[src/design/cwcs_pkg.sv]
// Shared types and constants for the CSS whitespace and comment stripper.
// Used by the controller, the datapath and the top level; depends on nothing.
package cwcs_pkg;

  localparam int RUN_DEPTH_DEF = 32;

  localparam logic [7:0] CH_LBRACE = 8'h7B;
  localparam logic [7:0] CH_RBRACE = 8'h7D;
  localparam logic [7:0] CH_SLASH  = 8'h2F;
  localparam logic [7:0] CH_STAR   = 8'h2A;
  localparam logic [7:0] CH_COLON  = 8'h3A;
  localparam logic [7:0] CH_SEMI   = 8'h3B;
  localparam logic [7:0] CH_DOT    = 8'h2E;
  localparam logic [7:0] CH_HASH   = 8'h23;
  localparam logic [7:0] CH_CR     = 8'h0D;
  localparam logic [7:0] CH_LF     = 8'h0A;
  localparam logic [7:0] CH_TAB    = 8'h09;
  localparam logic [7:0] CH_SPACE  = 8'h20;

  typedef enum logic [1:0] {
    MODE_WRITE   = 2'd0,
    MODE_IGNORE  = 2'd1,
    MODE_COMMENT = 2'd2
  } mode_t;

  // Commands from the controller to the datapath.
  typedef struct packed {
    logic accept;       // input beat taken this cycle
    logic load_flush;   // load held whitespace byte into the output register
    logic load_char;    // load the latched character into the output register
    logic load_end;     // load the end-only result and return to reset state
    logic idx_inc;      // advance the flush read index
    logic start_final;  // begin the end-of-text flush of the held run
  } cwcs_cmd_t;

  // Status from the datapath to the controller.
  typedef struct packed {
    logic emit_char;    // latched character is to be emitted
    logic last;         // latched beat closes the text
    logic idx_done;     // flush index has reached the flush length
    logic slot_free;    // output register can take a result this cycle
  } cwcs_status_t;

endpackage

[src/design/cwcs_ram.sv]
// Generic single-write, single-read RAM with a registered read port.
// Stands alone; used by the datapath to hold the whitespace run.
module cwcs_ram #(
  parameter int WIDTH = 1,
  parameter int DEPTH = 32,
  localparam int AW = (DEPTH > 1) ? $clog2(DEPTH) : 1
) (
  input  logic             clk,
  input  logic             wr_en,
  input  logic [AW-1:0]    wr_addr,
  input  logic [WIDTH-1:0] wr_data,
  input  logic [AW-1:0]    rd_addr,
  output logic [WIDTH-1:0] rd_data
);

  logic [WIDTH-1:0] mem [DEPTH];

  always_ff @(posedge clk) begin
    if (wr_en) begin
      mem[wr_addr] <= wr_data;
    end
    rd_data <= mem[rd_addr];
  end

endmodule

[src/design/cwcs_ctrl.sv]
// Controller state machine that sequences flushes, character output and the end marker.
// Depends on cwcs_pkg for the command and status structs.
module cwcs_ctrl import cwcs_pkg::*; (
  input  logic         clk,
  input  logic         rst,
  input  logic         in_valid,
  output logic         in_ready,
  input  cwcs_status_t status,
  output cwcs_cmd_t    cmd
);

  typedef enum logic [4:0] {
    ST_IDLE     = 5'b00001,
    ST_FLUSH_RD = 5'b00010,
    ST_FLUSH_WR = 5'b00100,
    ST_CHAR     = 5'b01000,
    ST_END      = 5'b10000
  } state_t;

  state_t state, state_next;
  logic   final_phase, final_phase_next;

  assign in_ready = (state == ST_IDLE);

  always_comb begin
    state_next       = state;
    final_phase_next = final_phase;
    cmd              = '0;
    case (state)
      ST_IDLE: begin
        if (in_valid) begin
          cmd.accept       = 1'b1;
          final_phase_next = 1'b0;
          state_next       = ST_FLUSH_RD;
        end
      end
      ST_FLUSH_RD: begin
        if (!status.idx_done) begin
          state_next = ST_FLUSH_WR;
        end else if (final_phase) begin
          state_next = ST_END;
        end else if (status.emit_char) begin
          state_next = ST_CHAR;
        end else if (status.last) begin
          cmd.start_final  = 1'b1;
          final_phase_next = 1'b1;
          state_next       = ST_FLUSH_RD;
        end else begin
          state_next = ST_IDLE;
        end
      end
      ST_FLUSH_WR: begin
        if (status.slot_free) begin
          cmd.load_flush = 1'b1;
          cmd.idx_inc    = 1'b1;
          state_next     = ST_FLUSH_RD;
        end
      end
      ST_CHAR: begin
        if (status.slot_free) begin
          cmd.load_char = 1'b1;
          if (status.last) begin
            cmd.start_final  = 1'b1;
            final_phase_next = 1'b1;
            state_next       = ST_FLUSH_RD;
          end else begin
            state_next = ST_IDLE;
          end
        end
      end
      ST_END: begin
        if (status.slot_free) begin
          cmd.load_end = 1'b1;
          state_next   = ST_IDLE;
        end
      end
      default: begin
        state_next = ST_IDLE;
      end
    endcase
  end

  always_ff @(posedge clk) begin
    if (rst) begin
      state       <= ST_IDLE;
      final_phase <= 1'b0;
    end else begin
      state       <= state_next;
      final_phase <= final_phase_next;
    end
  end

endmodule

[src/design/cwcs_dpath.sv]
// Datapath: byte decode, mode and lookahead registers, whitespace run store and output register.
// Depends on cwcs_pkg and cwcs_ram.
module cwcs_dpath import cwcs_pkg::*; #(
  parameter int RUN_DEPTH = RUN_DEPTH_DEF
) (
  input  logic         clk,
  input  logic         rst,
  input  cwcs_cmd_t    cmd,
  output cwcs_status_t status,
  input  logic [7:0]   char_byte,
  input  logic         last_char,
  output logic         out_valid,
  input  logic         out_ready,
  output logic [7:0]   out_byte,
  output logic         has_byte,
  output logic         end_of_text,
  output logic         run_overflow
);

  localparam int AW = (RUN_DEPTH > 1) ? $clog2(RUN_DEPTH) : 1;
  localparam int CW = $clog2(RUN_DEPTH + 1);
  localparam logic [CW-1:0] DEPTH_C = CW'(RUN_DEPTH);

  mode_t       mode, mode_next;
  mode_t       saved_mode, saved_mode_next;
  logic        slash_pending, slash_pending_next;
  logic        star_pending, star_pending_next;
  logic        skip_one_space, skip_one_space_next;
  logic        overflow_flag, overflow_flag_next;
  logic [CW-1:0] held_count, held_count_next;
  logic [CW-1:0] flush_len, flush_len_next;
  logic [CW-1:0] idx;
  logic [7:0]  char_reg;
  logic        emit_reg, emit_next;
  logic        last_reg;
  logic        wr_en;
  logic        kind_rd;
  logic        ws, is_sp_tab, slot_free;

  assign is_sp_tab = (char_byte == CH_SPACE) || (char_byte == CH_TAB);
  assign ws        = is_sp_tab || (char_byte == CH_LF);
  assign slot_free = !out_valid || out_ready;

  // Decode of the incoming byte against the current mode and lookahead state.
  always_comb begin
    mode_next           = mode;
    saved_mode_next     = saved_mode;
    slash_pending_next  = 1'b0;
    star_pending_next   = 1'b0;
    skip_one_space_next = 1'b0;
    overflow_flag_next  = overflow_flag;
    held_count_next     = held_count;
    flush_len_next      = '0;
    emit_next           = 1'b0;
    wr_en               = 1'b0;

    if (slash_pending && char_byte == CH_STAR) begin
      saved_mode_next = mode;
      mode_next       = MODE_COMMENT;
    end
    if (star_pending && char_byte == CH_SLASH) begin
      mode_next = saved_mode;
    end

    if (!(skip_one_space && ws)) begin
      if (!ws && held_count != '0) begin
        held_count_next = '0;
        if (char_byte != CH_LBRACE) begin
          flush_len_next = held_count;
        end
      end
      case (char_byte)
        CH_LBRACE, CH_SEMI: begin
          if (mode_next != MODE_COMMENT) begin
            mode_next = MODE_IGNORE;
            emit_next = 1'b1;
          end
        end
        CH_RBRACE, CH_DOT, CH_HASH, CH_COLON: begin
          if (mode_next != MODE_COMMENT) begin
            mode_next           = MODE_WRITE;
            emit_next           = 1'b1;
            skip_one_space_next = (char_byte == CH_COLON);
          end
        end
        CH_LF, CH_CR: begin
        end
        CH_SLASH: begin
          slash_pending_next = 1'b1;
        end
        CH_STAR: begin
          star_pending_next = 1'b1;
        end
        default: begin
          if (mode_next != MODE_COMMENT) begin
            if (is_sp_tab) begin
              if (mode_next == MODE_WRITE) begin
                if (held_count < DEPTH_C) begin
                  wr_en           = 1'b1;
                  held_count_next = held_count + CW'(1);
                end else begin
                  overflow_flag_next = 1'b1;
                end
              end
            end else begin
              emit_next = 1'b1;
            end
          end
        end
      endcase
    end
  end

  cwcs_ram #(
    .WIDTH (1),
    .DEPTH (RUN_DEPTH)
  ) u_run (
    .clk     (clk),
    .wr_en   (cmd.accept && wr_en),
    .wr_addr (held_count[AW-1:0]),
    .wr_data (char_byte == CH_TAB),
    .rd_addr (idx[AW-1:0]),
    .rd_data (kind_rd)
  );

  always_ff @(posedge clk) begin
    if (rst || cmd.load_end) begin
      mode           <= MODE_WRITE;
      saved_mode     <= MODE_WRITE;
      slash_pending  <= 1'b0;
      star_pending   <= 1'b0;
      skip_one_space <= 1'b0;
      overflow_flag  <= 1'b0;
      held_count     <= '0;
      flush_len      <= '0;
      idx            <= '0;
    end else if (cmd.accept) begin
      mode           <= mode_next;
      saved_mode     <= saved_mode_next;
      slash_pending  <= slash_pending_next;
      star_pending   <= star_pending_next;
      skip_one_space <= skip_one_space_next;
      overflow_flag  <= overflow_flag_next;
      held_count     <= held_count_next;
      flush_len      <= flush_len_next;
      idx            <= '0;
    end else if (cmd.start_final) begin
      flush_len  <= held_count;
      held_count <= '0;
      idx        <= '0;
    end else if (cmd.idx_inc) begin
      idx <= idx + CW'(1);
    end
  end

  always_ff @(posedge clk) begin
    if (cmd.accept) begin
      char_reg <= char_byte;
      emit_reg <= emit_next;
      last_reg <= last_char;
    end
  end

  // Output register; the result fields are payload and need no reset.
  always_ff @(posedge clk) begin
    if (rst) begin
      out_valid <= 1'b0;
    end else if (cmd.load_flush || cmd.load_char || cmd.load_end) begin
      out_valid <= 1'b1;
    end else if (out_ready) begin
      out_valid <= 1'b0;
    end
  end

  always_ff @(posedge clk) begin
    if (cmd.load_flush) begin
      out_byte     <= kind_rd ? CH_TAB : CH_SPACE;
      has_byte     <= 1'b1;
      end_of_text  <= 1'b0;
      run_overflow <= overflow_flag;
    end else if (cmd.load_char) begin
      out_byte     <= char_reg;
      has_byte     <= 1'b1;
      end_of_text  <= 1'b0;
      run_overflow <= overflow_flag;
    end else if (cmd.load_end) begin
      out_byte     <= 8'h00;
      has_byte     <= 1'b0;
      end_of_text  <= 1'b1;
      run_overflow <= overflow_flag;
    end
  end

  assign status.emit_char = emit_reg;
  assign status.last      = last_reg;
  assign status.idx_done  = (idx == flush_len);
  assign status.slot_free = slot_free;

endmodule

[src/design/css_whitespace_comment_stripper.sv]
// Order: a taken beat moves the controller from ST_IDLE to ST_FLUSH_RD; each held whitespace
// byte flushed before it then passes ST_FLUSH_WR and ST_FLUSH_RD again (the run RAM has one
// registered read port), an emitted byte passes ST_CHAR, and the final byte flushes the run
// still held and loads the end marker in ST_END. A new byte is taken only in ST_IDLE.
// Reset: synchronous, active high; it empties the output register and returns to write mode.
// Depends on cwcs_pkg, cwcs_ctrl, cwcs_dpath and cwcs_ram.
module css_whitespace_comment_stripper import cwcs_pkg::*; #(
  parameter int RUN_DEPTH = RUN_DEPTH_DEF
) (
  input  logic       clk,
  input  logic       rst,
  input  logic       in_valid,
  output logic       in_ready,
  input  logic [7:0] char_byte,
  input  logic       last_char,
  output logic       out_valid,
  input  logic       out_ready,
  output logic [7:0] out_byte,
  output logic       has_byte,
  output logic       end_of_text,
  output logic       run_overflow
);

  // The controller takes one input beat at a time. After each beat the datapath has
  // latched the decoded byte and any run length that must be flushed before it.
  // The controller then walks the flush, the character itself, and on the final beat
  // the remaining run and the end-only result. Results leave through one output
  // register, so a stalled consumer only holds the controller in its current step.
  cwcs_cmd_t    cmd;
  cwcs_status_t status;

  cwcs_ctrl u_ctrl (
    .clk      (clk),
    .rst      (rst),
    .in_valid (in_valid),
    .in_ready (in_ready),
    .status   (status),
    .cmd      (cmd)
  );

  cwcs_dpath #(
    .RUN_DEPTH (RUN_DEPTH)
  ) u_dpath (
    .clk          (clk),
    .rst          (rst),
    .cmd          (cmd),
    .status       (status),
    .char_byte    (char_byte),
    .last_char    (last_char),
    .out_valid    (out_valid),
    .out_ready    (out_ready),
    .out_byte     (out_byte),
    .has_byte     (has_byte),
    .end_of_text  (end_of_text),
    .run_overflow (run_overflow)
  );

endmodule

[config.mk]
export PLATFORM = sky130hd
export DESIGN_NAME = css_whitespace_comment_stripper
export DESIGN_NICKNAME = d
export VERILOG_FILES = /design/src/design/cwcs_pkg.sv /design/src/design/cwcs_ram.sv /design/src/design/cwcs_ctrl.sv /design/src/design/cwcs_dpath.sv /design/src/design/css_whitespace_comment_stripper.sv
export SDC_FILE = /design/constraint.sdc
export NUM_CORES = 1
export LEC_CHECK = 0
export ABC_AREA = 0
export BUFFER_PORTS_ARGS = -buffer_cell sky130_fd_sc_hd__clkbuf_2
export CORE_MARGIN = 2
export CORE_UTILIZATION = 35
export DETAILED_ROUTE_END_ITERATION = 10
export PLACE_DENSITY = 0.61
export SLEW_MARGIN = 0
export SYNTH_ARGS = -nofsm -noshare
export SYNTH_HDL_FRONTEND = slang
export SYNTH_SLANG_ARGS = --single-unit
[constraint.sdc]
create_clock -name clk -period 3.5 [get_ports clk]
set_input_delay 0.7 -clock clk [delete_from_list [all_inputs] [get_ports clk]]
set_output_delay 0.7 -clock clk [all_outputs]
set_load 0.02 [all_outputs]
Yosys cells after proc, flatten, opt, wreduce, memory -nomap -nowiden

Memory sizes are Yosys's and may differ from the RTL's. A register that Yosys moved wholly into a read port is not among the register bits.
Cells that the tools add are included.

$add $sub $neg: 2
Magnitude comparators: 1
Equality and inequality tests: 27
Muxes and demuxes: 75
Bitwise gates (word level): 3
Reduce and logical (&&, ||, !) cells: 31

Operator list:

| cell                                                                     | number |
|---|---|
| 6-bit 2-to-1 mux                                                         | 15 |
| 8-bit by 6-bit equality test with 1-bit output (second input constant)   | 7 |
| 1-bit 2-to-1 mux                                                         | 39 |
| 5-bit 2-to-1 mux                                                         | 7 |
| 5-bit one-hot mux with 5 select lines                                    | 1 |
| 8-bit by 4-bit equality test with 1-bit output (second input constant)   | 3 |
| 8-bit 2-to-1 mux                                                         | 3 |
| 8-bit by 7-bit equality test with 1-bit output (second input constant)   | 2 |
| 6-bit by 1-bit adder with 6-bit output (second input constant)           | 2 |
| 2-bit 2-to-1 mux                                                         | 6 |
| 2-bit by 1-bit inequality test with 1-bit output (second input constant) | 5 |
| 10-bit OR reduction                                                      | 1 |
| 8-bit by 7-bit inequality test with 1-bit output (second input constant) | 1 |
| 4-bit OR reduction                                                       | 2 |
| 7-bit AND reduction                                                      | 1 |
| 6-bit equality test                                                      | 1 |
| 1-bit logical OR                                                         | 6 |
| 6-bit less-than comparator (second input constant)                       | 1 |
| 2-bit inequality test (second input constant)                            | 3 |
| 3-bit nonzero test                                                       | 2 |
| 6-bit nonzero test                                                       | 1 |
| 6-bit OR reduction                                                       | 1 |
| 5-bit by 1-bit equality test with 1-bit output (second input constant)   | 1 |
| 5-bit by 2-bit equality test with 1-bit output (second input constant)   | 1 |
| 16 further kinds                                                         | 27 |

Bits in registers: 54
Bits in writable memories: 32
Input port bits: 13
Output and inout bits: 13
Memories kept: 1

Memories:

| memory            | words | width | rd ports | clocked after Yosys merged registers in | wr ports | line           | source |
|---|---|---|---|---|---|---|---|
| u_dpath.u_run.mem | 32    | 1     | 1        | 1                                       | 1        | cwcs_ram.sv:16 | `logic [WIDTH-1:0] mem [DEPTH];` |

Logic depth before layout (Yosys ltp)

Gate-level depths: netlist (run 1).

Word-level depth: 13
Gate-level depth with buffers: 9
Mapped depth without buffers: 7

By module

A second synthesis (run 1) with hierarchy kept.

Cells, all modules: 420
Area total of the unflattened synthesis: 4393.0 um^2

By module, submodules not included:

| module     | instances | cells each | area each (um^2) | sequential area each (um^2) |
|---|---|---|---|---|
| cwcs_dpath | 1         | 229        | 2317.2           | 1151.1 |
| cwcs_ram   | 1         | 120        | 1517.7           | 980.9 |
| cwcs_ctrl  | 1         | 71         | 558.0            | 120.1 |

Worst setup path after synthesis (run 1)

Ideal clock, no wire load.

Path kind: in2reg
Start: input port char_byte[7]
End: memory u_dpath.u_run.mem[0] (data pin)
Setup time: 566 ps
Data arrival time: 3217 ps
Required time: 2934 ps
Setup slack: -283 ps
Stages on the path: 2
Path through: or4_4 > nor4b_1

Cells in the longest elaborated chain, start to end: 1

RTL lines:

| what                                           | line                                  | source |
|---|---|---|
| start: declaration                             | css_whitespace_comment_stripper.sv:14 | `input logic [7:0] char_byte,` |
| 8-bit by 4-bit equality test with 1-bit output | cwcs_dpath.sv:121                     | `.wr_data (char_byte == CH_TAB),` |
| named net u_dpath.u_run.wr_data                | cwcs_ram.sv:11                        | `input logic [WIDTH-1:0] wr_data,` |
| end: declaration                               | cwcs_ram.sv:16                        |  |

The timed path passes the listed nets, and every way through them passes these cells.

Worst setup path after layout (run 1)

Start: input port char_byte[6]
End: memory u_dpath.u_run.mem[9] (enable)

Cells in the longest elaborated chain, start to end: 13

RTL lines:

| what                                           | line                               | source |
|---|---|---|
| 8-bit by 6-bit equality test with 1-bit output | cwcs_dpath.sv:57, cwcs_dpath.sv:72 |  |
| 1-bit logical AND                              | cwcs_dpath.sv:57                   | `if (slash_pending && char_byte == CH_STAR) begin` |
| 2-bit 2-to-1 mux                               | cwcs_dpath.sv:57                   |  |
| 2-bit 2-to-1 mux                               | cwcs_dpath.sv:61                   | `if (star_pending && char_byte == CH_SLASH) begin` |
| 2-bit zero test                                | cwcs_dpath.sv:97                   | `if (mode_next == MODE_WRITE) begin` |
| 1-bit 2-to-1 mux                               | cwcs_dpath.sv:97                   |  |
| 1-bit 2-to-1 mux                               | cwcs_dpath.sv:96                   | `if (is_sp_tab) begin` |
| 1-bit 2-to-1 mux                               | cwcs_dpath.sv:95                   | `if (mode_next != MODE_COMMENT) begin` |
| 1-bit 2-to-1 mux                               | cwcs_dpath.sv:72                   | `case (char_byte)` |
| 1-bit 2-to-1 mux (*)                           | cwcs_dpath.sv:65                   | `if (!(skip_one_space && ws)) begin` |
| 1-bit logical AND (*)                          | cwcs_dpath.sv:119                  | `.wr_en (cmd.accept && wr_en),` |
| 1-bit 2-to-1 mux (*)                           | cwcs_ram.sv:19                     | `if (wr_en) begin` |
| 1-bit 2-to-1 mux (not written as such) (*)     | cwcs_ram.sv:20                     | `mem[wr_addr] <= wr_data;` |

Every way passes the cells marked *; elsewhere a longest branch is shown, timed or not.

==> results of run 1 <==
[routing by layer]
layer  vias to the layer above  GRT usage  part of all wire
met5                         -          0                 0
li1                       1570          -                 -
met2                        49      0.235              0.46
met3                         9     0.0369             0.032
met1                      1534      0.216              0.49
met4                         0     0.0578             0.015
[cell usage after synthesis (3+ instances only)]
master     number
nor4b_1         3
nand2_1        27
or2_2           5
clkbuf_1       20
nor3_1         16
nor4_1         11
xor2_1          9
and4b_1         3
a31oi_1         4
mux4_2         10
buf_2           4
edfxtp_1       51
or3_1           4
mux2i_1         5
nand3_1        11
and3_1          4
nor2_1         44
o22ai_1         3
nand2b_1        7
xnor2_1         3
nand4_1         9
or3b_2          3
a21o_1          4
o21bai_1        4
inv_1          12
nor2b_1        10
a2111oi_0       5
a21oi_1        19
ha_1            5
a22o_1          7
and2_1          6
a211oi_1        4
dfxtp_1        36
nand3b_1        4
o21ai_0        10
[worst paths after layout]
kind / from / end / slack (ns) / depth (start not counted)
setup / recovery: char_byte[6] / u_dpath.u_run.mem[9] / 0.73 / 6
hold / removal: u_dpath.overflow_flag / u_dpath.run_overflow / 0.45 / 0
setup reg to reg: u_ctrl.state[0] / u_dpath.u_run.mem[9] / 1.02 / 7
hold reg to reg: u_dpath.overflow_flag / u_dpath.run_overflow / 0.45 / 0
[power by group]
part           switching, mW  internal (mW)  total, mW
logic                  0.136         0.0696      0.205
registers             0.0231           1.10       1.12
clock network          0.383          0.481      0.864
[stage by stage]
stage          hold WS (ns)  area [sq um]  setup WS, ns  std cells  power, mW
3_3_place_gp          0.437          4600         0.504        561       1.35
4_1_cts               0.455          4870         0.765        577       2.21
3_5_place_dp          0.436          4600         0.414        561       1.35
2_1_floorplan         0.409          4320         0.720        407       1.28
5_1_grt               0.469          4870         0.557        577       2.28
6_report              0.450          4870         0.731        577       2.19
[layout make-up]
type,instances,area share
flip-flops and latches,87,0.463
multi-input cells,282,0.397
clock buffers,11,0.0478
repair buffers,33,0.0380
well taps,147,0.0378
inverters,12,0.00925
clock inverters,5,0.00720
[kinds of logic (layout without fill, tap and decap cells)]
kind of cell	count (synthesis)	in the layout	share of synthesized area
AND/OR/NAND/NOR	174	174	0.215
flip-flops	87	87	0.522
adder cells (fa/ha/maj)	5	5	0.0145
AO/OA/AOI/OAI	74	74	0.120
multiplexers	17	17	0.0691
buffers and inverters	38	61	0.0342
XOR/XNOR	12	12	0.0244
==> metrics.txt, run 1 <==
# TYPE chip_impl_metric gauge
chip_impl_metric{name="synth_cell_types",unit=""} 57
chip_impl_metric{name="tightest_slew",unit="ns"} 0.848
chip_impl_metric{name="post_cts.resized_instances",unit=""} 0
chip_impl_metric{name="dieWidth",unit="um"} 115
chip_impl_info{name="setup.worst_path.end_class",value="flop"} 1
chip_impl_metric{name="final_period_minus_worst_setup_slack",unit="ns"} 2.77
chip_impl_info{name="cell_accounting_for_the_most_synthesized_area",value="edfxtp_1"} 1
chip_impl_info{name="worstHoldPathType",value="reg -> reg"} 1
chip_impl_metric{name="clock.fmax",unit="GHz"} 0.361
chip_impl_metric{name="critPathMaxStageDelay",unit="ns"} 0.57
chip_impl_metric{name="number_of_enable_type_register_cells_in_the_synthesized_netlist",unit=""} 51
chip_impl_metric{name="cts-root-to-sink-buffers",unit=""} 2
chip_impl_info{name="rsz0062_at_grt",value="false"} 1
chip_impl_metric{name="area.sequential",unit="sq um"} 2250
chip_impl_metric{name="detail_route.drc_violations",unit=""} 0
chip_impl_metric{name="critical_path_buf_inv_count",unit=""} 1
chip_impl_metric{name="critical_path_peak_fanout",unit=""} 12
chip_impl_metric{name="place_hpwl",unit="mm"} 6.72
chip_impl_metric{name="share_of_the_cycle_needed_by_the_critical_path_after_routing",unit=""} 0.791
chip_impl_metric{name="die-height",unit="um"} 115
chip_impl_metric{name="number_of_warnings_printed_during_yosys_synthesis",unit=""} 0
chip_impl_metric{name="place_congestion",unit=""} 0.812
chip_impl_metric{name="detail-route-antenna-nets",unit=""} 0
chip_impl_metric{name="antenna_found_initial",unit=""} 0
chip_impl_info{name="synth_area_leaders",value="edfxtp_1, dfxtp_1, mux4_2, nor2_1, nand2_1"} 1
chip_impl_metric{name="layout.filler_cells",unit=""} 1167
chip_impl_metric{name="totalNegativeSetupSlack",unit="ns"} 0
chip_impl_metric{name="cts.reportedPaths.clkPinSlew",unit="ns"} 0.06
chip_impl_info{name="critPathKind",value="in -> reg"} 1
chip_impl_info{name="library_cell_appearing_most_often_on_the_critical_path",value="nor2_1"} 1
chip_impl_info{name="ys_dominant_reg_cell",value="edfxtp_1"} 1
chip_impl_metric{name="timing.critical_path.arrival",unit="ns"} 2.80
chip_impl_metric{name="post_cts_setup_buffer_count",unit=""} 0
chip_impl_metric{name="post_cts_hold_buffer_count",unit=""} 0
chip_impl_metric{name="drtPass1Iterations",unit=""} 4
chip_impl_metric{name="cts_htree_levels",unit=""} 3
chip_impl_metric{name="core_region_area",unit="sq um"} 12000
chip_impl_metric{name="finalHoldViolations",unit=""} 0
chip_impl_info{name="final_common_cell",value="edfxtp_1"} 1
chip_impl_info{name="tritoncts",value="built"} 1
chip_impl_metric{name="power-per-cell-area",unit="nW/um^2"} 451
chip_impl_metric{name="finalSetupViolCount",unit=""} 0
chip_impl_metric{name="wire_per_inst",unit="um"} 16.2
chip_impl_metric{name="grt_start_max_net_pins",unit=""} 33
chip_impl_metric{name="post-synth-top-area-fraction",unit=""} 0.355
chip_impl_metric{name="final_core_utilization",unit=""} 0.405
chip_impl_metric{name="p_leak",unit="nW"} 1.69
chip_impl_metric{name="netlist_instances",unit=""} 407
chip_impl_metric{name="placementRows",unit=""} 40
chip_impl_metric{name="dr_total_vias",unit=""} 3162
chip_impl_metric{name="routed_wl",unit="mm"} 9.34
chip_impl_metric{name="synth-seq-cells",unit=""} 87
chip_impl_metric{name="dieArea",unit="sq um"} 13200
chip_impl_metric{name="max-vdd-ir-drop",unit="V"} 0.000214
chip_impl_metric{name="quantity_of_i_o_buffers_inserted_on_ports",unit=""} 25
chip_impl_metric{name="final.setup_skew",unit="ns"} 0.00671
chip_impl_metric{name="groute.usage.overall",unit=""} 0.155
chip_impl_metric{name="clock-sinks",unit=""} 87
chip_impl_metric{name="ffs_w_async_s_r_synth",unit=""} 0
chip_impl_metric{name="tritoncts.num_buffers",unit=""} 9
chip_impl_metric{name="cap_viol_max_count",unit=""} 0
chip_impl_metric{name="via_per_inst",unit=""} 5.48
chip_impl_info{name="crit_path_top_delay_cell",value="or4_4"} 1
chip_impl_metric{name="start_util",unit=""} 0.359
chip_impl_info{name="critical_path.cell_chain",value="clkbuf_2 > or4_4 > a2111o_1 > nor2_1 > nand4_1 > nor2_1"} 1
chip_impl_metric{name="largest_register_ffs",unit=""} 32
chip_impl_info{name="mostFrequentLayoutCells",value="edfxtp_1, nor2_1, dfxtp_1"} 1
chip_impl_metric{name="worst_slew_margin_rel",unit=""} 0.430
chip_impl_metric{name="clock_latency",unit="ns"} 0.34
chip_impl_metric{name="number_of_global_route_vias_before_repair",unit=""} 3078
chip_impl_metric{name="drtIter0Drc",unit=""} 284
chip_impl_metric{name="gr-total-overflow",unit=""} 0
chip_impl_metric{name="yosysSeqAreaShare",unit=""} 0.522
chip_impl_metric{name="syn-num-nets",unit=""} 425
chip_impl_metric{name="multi_input_comb_area",unit="sq um"} 1930
chip_impl_info{name="critical_path.startpoint_type",value="input pin"} 1
chip_impl_metric{name="synthToLayoutAreaGrowth",unit="%"} 12.9
chip_impl_metric{name="syn-mean-instance-area",unit="sq um"} 10.6
chip_impl_metric{name="report.final.slew_viol_count",unit=""} 0
chip_impl_metric{name="final_net_count",unit=""} 443
chip_impl_metric{name="ios",unit=""} 26
chip_impl_metric{name="cp.required",unit="ns"} 3.54
chip_impl_metric{name="layout-drive-gt1-share",unit=""} 0.172
chip_impl_metric{name="grt_pass1_wl",unit="mm"} 16.0
chip_impl_info{name="critPathTopFamily",value="simple AND/OR/NAND/NOR gates"} 1
chip_impl_metric{name="insertedDiodeCount",unit=""} 0
chip_impl_metric{name="netlist_area",unit="sq um"} 4310
chip_impl_info{name="outcome",value="finished clean"} 1
chip_impl_info{name="clock_root_buffer",value="clkbuf_16"} 1
(Power assumes the default switching activity.)
==> run 2: changes to the inputs <==
--- a/config.mk
+++ b/config.mk
@@ -10,7 +10,7 @@
 export CORE_MARGIN = 2
 export CORE_UTILIZATION = 35
 export DETAILED_ROUTE_END_ITERATION = 10
-export PLACE_DENSITY = 0.61
+export PLACE_DENSITY = 0.59
 export SLEW_MARGIN = 0
 export SYNTH_ARGS = -nofsm -noshare
 export SYNTH_HDL_FRONTEND = slang
==> constraint.sdc (replaced) <==
create_clock -name clk -period 2.6 [get_ports clk]
set_input_delay 0.52 -clock clk [delete_from_list [all_inputs] [get_ports clk]]
set_output_delay 0.52 -clock clk [all_outputs]
set_load 0.02 [all_outputs]
==> run 2 against run 1 <==
Effect of this change: critical path type is now reg -> reg; clock skew hardly changed; via count is 3.4% higher; sequential power is 35% higher; core utilization is 2.0 points higher; non-clock buffer count is 23 higher; die area stayed put; final cell count is 4.0% higher; combinational power is 46% higher; highest routed layer unchanged; global-route usage is 0.32 points higher; register-to-register slack worse by 0.80 ns.
==> metrics.txt, run 2 (synthesis gave the netlist of run 1 again) <==
# TYPE chip_impl_metric gauge
chip_impl_info{name="outcome",value="finished clean"} 1
chip_impl_metric{name="cts.reportedPaths.clkPinSlew",unit="ns"} 0.06
chip_impl_metric{name="die-height",unit="um"} 115
chip_impl_metric{name="final_period_minus_worst_setup_slack",unit="ns"} 2.38
chip_impl_metric{name="max-vdd-ir-drop",unit="V"} 0.000305
chip_impl_metric{name="detail_route.drc_violations",unit=""} 0
chip_impl_metric{name="drtPass1Iterations",unit=""} 5
chip_impl_metric{name="worst_slew_margin_rel",unit=""} 0.428
chip_impl_info{name="rr_endpoint",value="u_dpath.flush_len[4]"} 1
chip_impl_info{name="worst_setup_path_startpoint",value="u_ctrl.state[2]"} 1
chip_impl_info{name="crit_path_top_delay_cell",value="or3_1"} 1
chip_impl_metric{name="reg2reg_setup_slack",unit="ns"} 0.22
chip_impl_info{name="rsz0062_at_grt",value="false"} 1
chip_impl_metric{name="tritoncts.num_buffers",unit=""} 9
chip_impl_metric{name="area.sequential",unit="sq um"} 2250
chip_impl_metric{name="layout-drive-gt1-share",unit=""} 0.210
chip_impl_info{name="mostFrequentLayoutCells",value="edfxtp_1, nor2_1, dfxtp_1"} 1
chip_impl_metric{name="cts-root-to-sink-buffers",unit=""} 2
chip_impl_metric{name="timing.critical_path.arrival",unit="ns"} 2.61
chip_impl_metric{name="drtIter0Drc",unit=""} 331
chip_impl_info{name="critical_path.cell_chain",value="or3_1 > nor4_1 > and3_1 > a2bb2oi_2 > nor2_1 > a22o_1"} 1
chip_impl_metric{name="finalHoldViolations",unit=""} 0
chip_impl_info{name="regToRegStartpoint",value="u_ctrl.state[2]"} 1
chip_impl_metric{name="quantity_of_i_o_buffers_inserted_on_ports",unit=""} 25
chip_impl_metric{name="placed_cells",unit=""} 584
chip_impl_info{name="critPathTopFamily",value="simple AND/OR/NAND/NOR gates"} 1
chip_impl_metric{name="clock-sinks",unit=""} 87
chip_impl_metric{name="wire_per_inst",unit="um"} 16.3
chip_impl_metric{name="worst_slack_at_placement",unit="ns"} 0.00960
chip_impl_metric{name="ios",unit=""} 26
chip_impl_metric{name="detail-route-antenna-nets",unit=""} 0
chip_impl_metric{name="post_cts.resized_instances",unit=""} 0
chip_impl_metric{name="cap_viol_max_count",unit=""} 0
chip_impl_metric{name="dieWidth",unit="um"} 115
chip_impl_metric{name="tightest_slew",unit="ns"} 0.850
chip_impl_metric{name="gr-total-overflow",unit=""} 0
chip_impl_metric{name="dieArea",unit="sq um"} 13200
chip_impl_metric{name="holdPathStages",unit=""} 1
chip_impl_metric{name="totalNegativeSetupSlack",unit="ns"} 0
chip_impl_metric{name="placed_area",unit="sq um"} 4770
chip_impl_metric{name="worst_r2r_path_depth",unit=""} 6
chip_impl_metric{name="clock_latency",unit="ns"} 0.34
chip_impl_info{name="setup.worst_path.end_class",value="flop"} 1
chip_impl_metric{name="synthToLayoutAreaGrowth",unit="%"} 18.3
chip_impl_metric{name="final_core_utilization",unit=""} 0.425
chip_impl_metric{name="groute.usage.overall",unit=""} 0.158
chip_impl_info{name="hold_end",value="u_dpath.last_reg"} 1
chip_impl_metric{name="postLayoutCellArea",unit="sq um"} 5100
chip_impl_metric{name="finalSetupViolCount",unit=""} 0
chip_impl_metric{name="cp.required",unit="ns"} 2.83
chip_impl_info{name="worstHoldPathType",value="in -> reg"} 1
chip_impl_metric{name="critical_path_peak_fanout",unit=""} 10
chip_impl_info{name="critical_path.startpoint_type",value="flop"} 1
chip_impl_metric{name="critical_path_buf_inv_count",unit=""} 0
chip_impl_info{name="clock_root_buffer",value="clkbuf_16"} 1
chip_impl_metric{name="p_leak",unit="nW"} 1.83
chip_impl_metric{name="clock.fmax",unit="GHz"} 0.420
chip_impl_info{name="tritoncts",value="built"} 1
chip_impl_metric{name="final_critical_path_setup_slack",unit="ns"} 0.219
chip_impl_metric{name="grt_start_max_net_pins",unit=""} 33
chip_impl_metric{name="insertedDiodeCount",unit=""} 0
chip_impl_info{name="final_common_cell",value="edfxtp_1"} 1
chip_impl_metric{name="grt_pass1_wl",unit="mm"} 16.2
chip_impl_metric{name="cts_htree_levels",unit=""} 3
chip_impl_info{name="critPathKind",value="reg -> reg"} 1
chip_impl_metric{name="number_of_global_route_vias_before_repair",unit=""} 3192
chip_impl_metric{name="place_hpwl",unit="mm"} 6.82
chip_impl_metric{name="start_util",unit=""} 0.359
chip_impl_metric{name="multi_input_comb_area",unit="sq um"} 1930
chip_impl_metric{name="dr_total_vias",unit=""} 3269
chip_impl_metric{name="report.final.slew_viol_count",unit=""} 0
chip_impl_info{name="hold_path_startpoint",value="last_char"} 1
chip_impl_metric{name="share_of_the_cycle_needed_by_the_critical_path_after_routing",unit=""} 0.916
chip_impl_metric{name="antenna_found_initial",unit=""} 0
chip_impl_metric{name="routed_wl",unit="mm"} 9.78
chip_impl_metric{name="post_cts_setup_buffer_count",unit=""} 0
chip_impl_metric{name="power-per-cell-area",unit="nW/um^2"} 641
chip_impl_metric{name="post_cts_hold_buffer_count",unit=""} 0
chip_impl_metric{name="place_congestion",unit=""} 0.814
chip_impl_metric{name="critPathMaxStageDelay",unit="ns"} 0.43
chip_impl_metric{name="finish.cell_count_without_fillers",unit=""} 600
chip_impl_metric{name="placementRows",unit=""} 40
chip_impl_metric{name="via_per_inst",unit=""} 5.45
chip_impl_metric{name="final_net_count",unit=""} 466
chip_impl_metric{name="final.setup_skew",unit="ns"} 0.00673
chip_impl_metric{name="layout.filler_cells",unit=""} 1138
chip_impl_metric{name="core_region_area",unit="sq um"} 12000
chip_impl_metric{name="largest_register_ffs",unit=""} 32
[run 2: power breakdown]
group	total (mW)	leakage (nW)	internal (mW)	switching (mW)
Clock	1.46	0.159	0.934	0.526
Combinational	0.299	0.947	0.107	0.193
Sequential	1.51	0.722	1.48	0.0310
Total	3.27	1.83	2.52	0.750
[run 2: final cells by class]
class                   instances  share of cell area
well taps                     147              0.0360
inverters                      12             0.00883
flip-flops and latches         87               0.441
clock inverters                 5              0.0191
clock buffers                  11              0.0456
multi-input cells             282               0.379
repair buffers                 56              0.0701
[run 2: worst register-to-register path, cell delays in order, from the launching register on]
cell and delay (ns):
dfxtp_1 0.39, or3_1 0.43, nor4_1 0.24, and3_1 0.30, a2bb2oi_2 0.43, nor2_1 0.21
a22o_1 0.27
[run 2: how the worst max path moves through the flow]
stage	end	depth (start not counted)
after floorplan	u_dpath.u_run.mem[11]	7
after global placement	u_dpath.u_run.mem[28]	6
after detailed placement	u_dpath.u_run.mem[0]	6
after CTS	u_dpath.held_count[4]	6
after global routing	u_dpath.flush_len[0]	6
final	u_dpath.flush_len[4]	6
[run 2: routing by layer]
| metal | track usage | routed length [um] | share of wire | vias to the layer above |
|---|---|---|---|---|
| met5 | 0 | 0 | 0 | - |
| met4 | 0.0651 | 141 | 0.014 | 0 |
| met3 | 0.0306 | 332 | 0.034 | 9 |
| met2 | 0.244 | 4360 | 0.45 | 80 |
| met1 | 0.219 | 4940 | 0.51 | 1573 |
| li1 | - | - | - | 1607 |
[run 2: metrics by stage]
stage | power, mW | hold WS [ns]
final | 3.27 | 0.361
after global routing | 3.38 | 0.362
after CTS | 3.29 | 0.353
after detailed placement | 1.84 | 0.437
after global placement | 1.83 | 0.453
after floorplan | 1.73 | 0.409
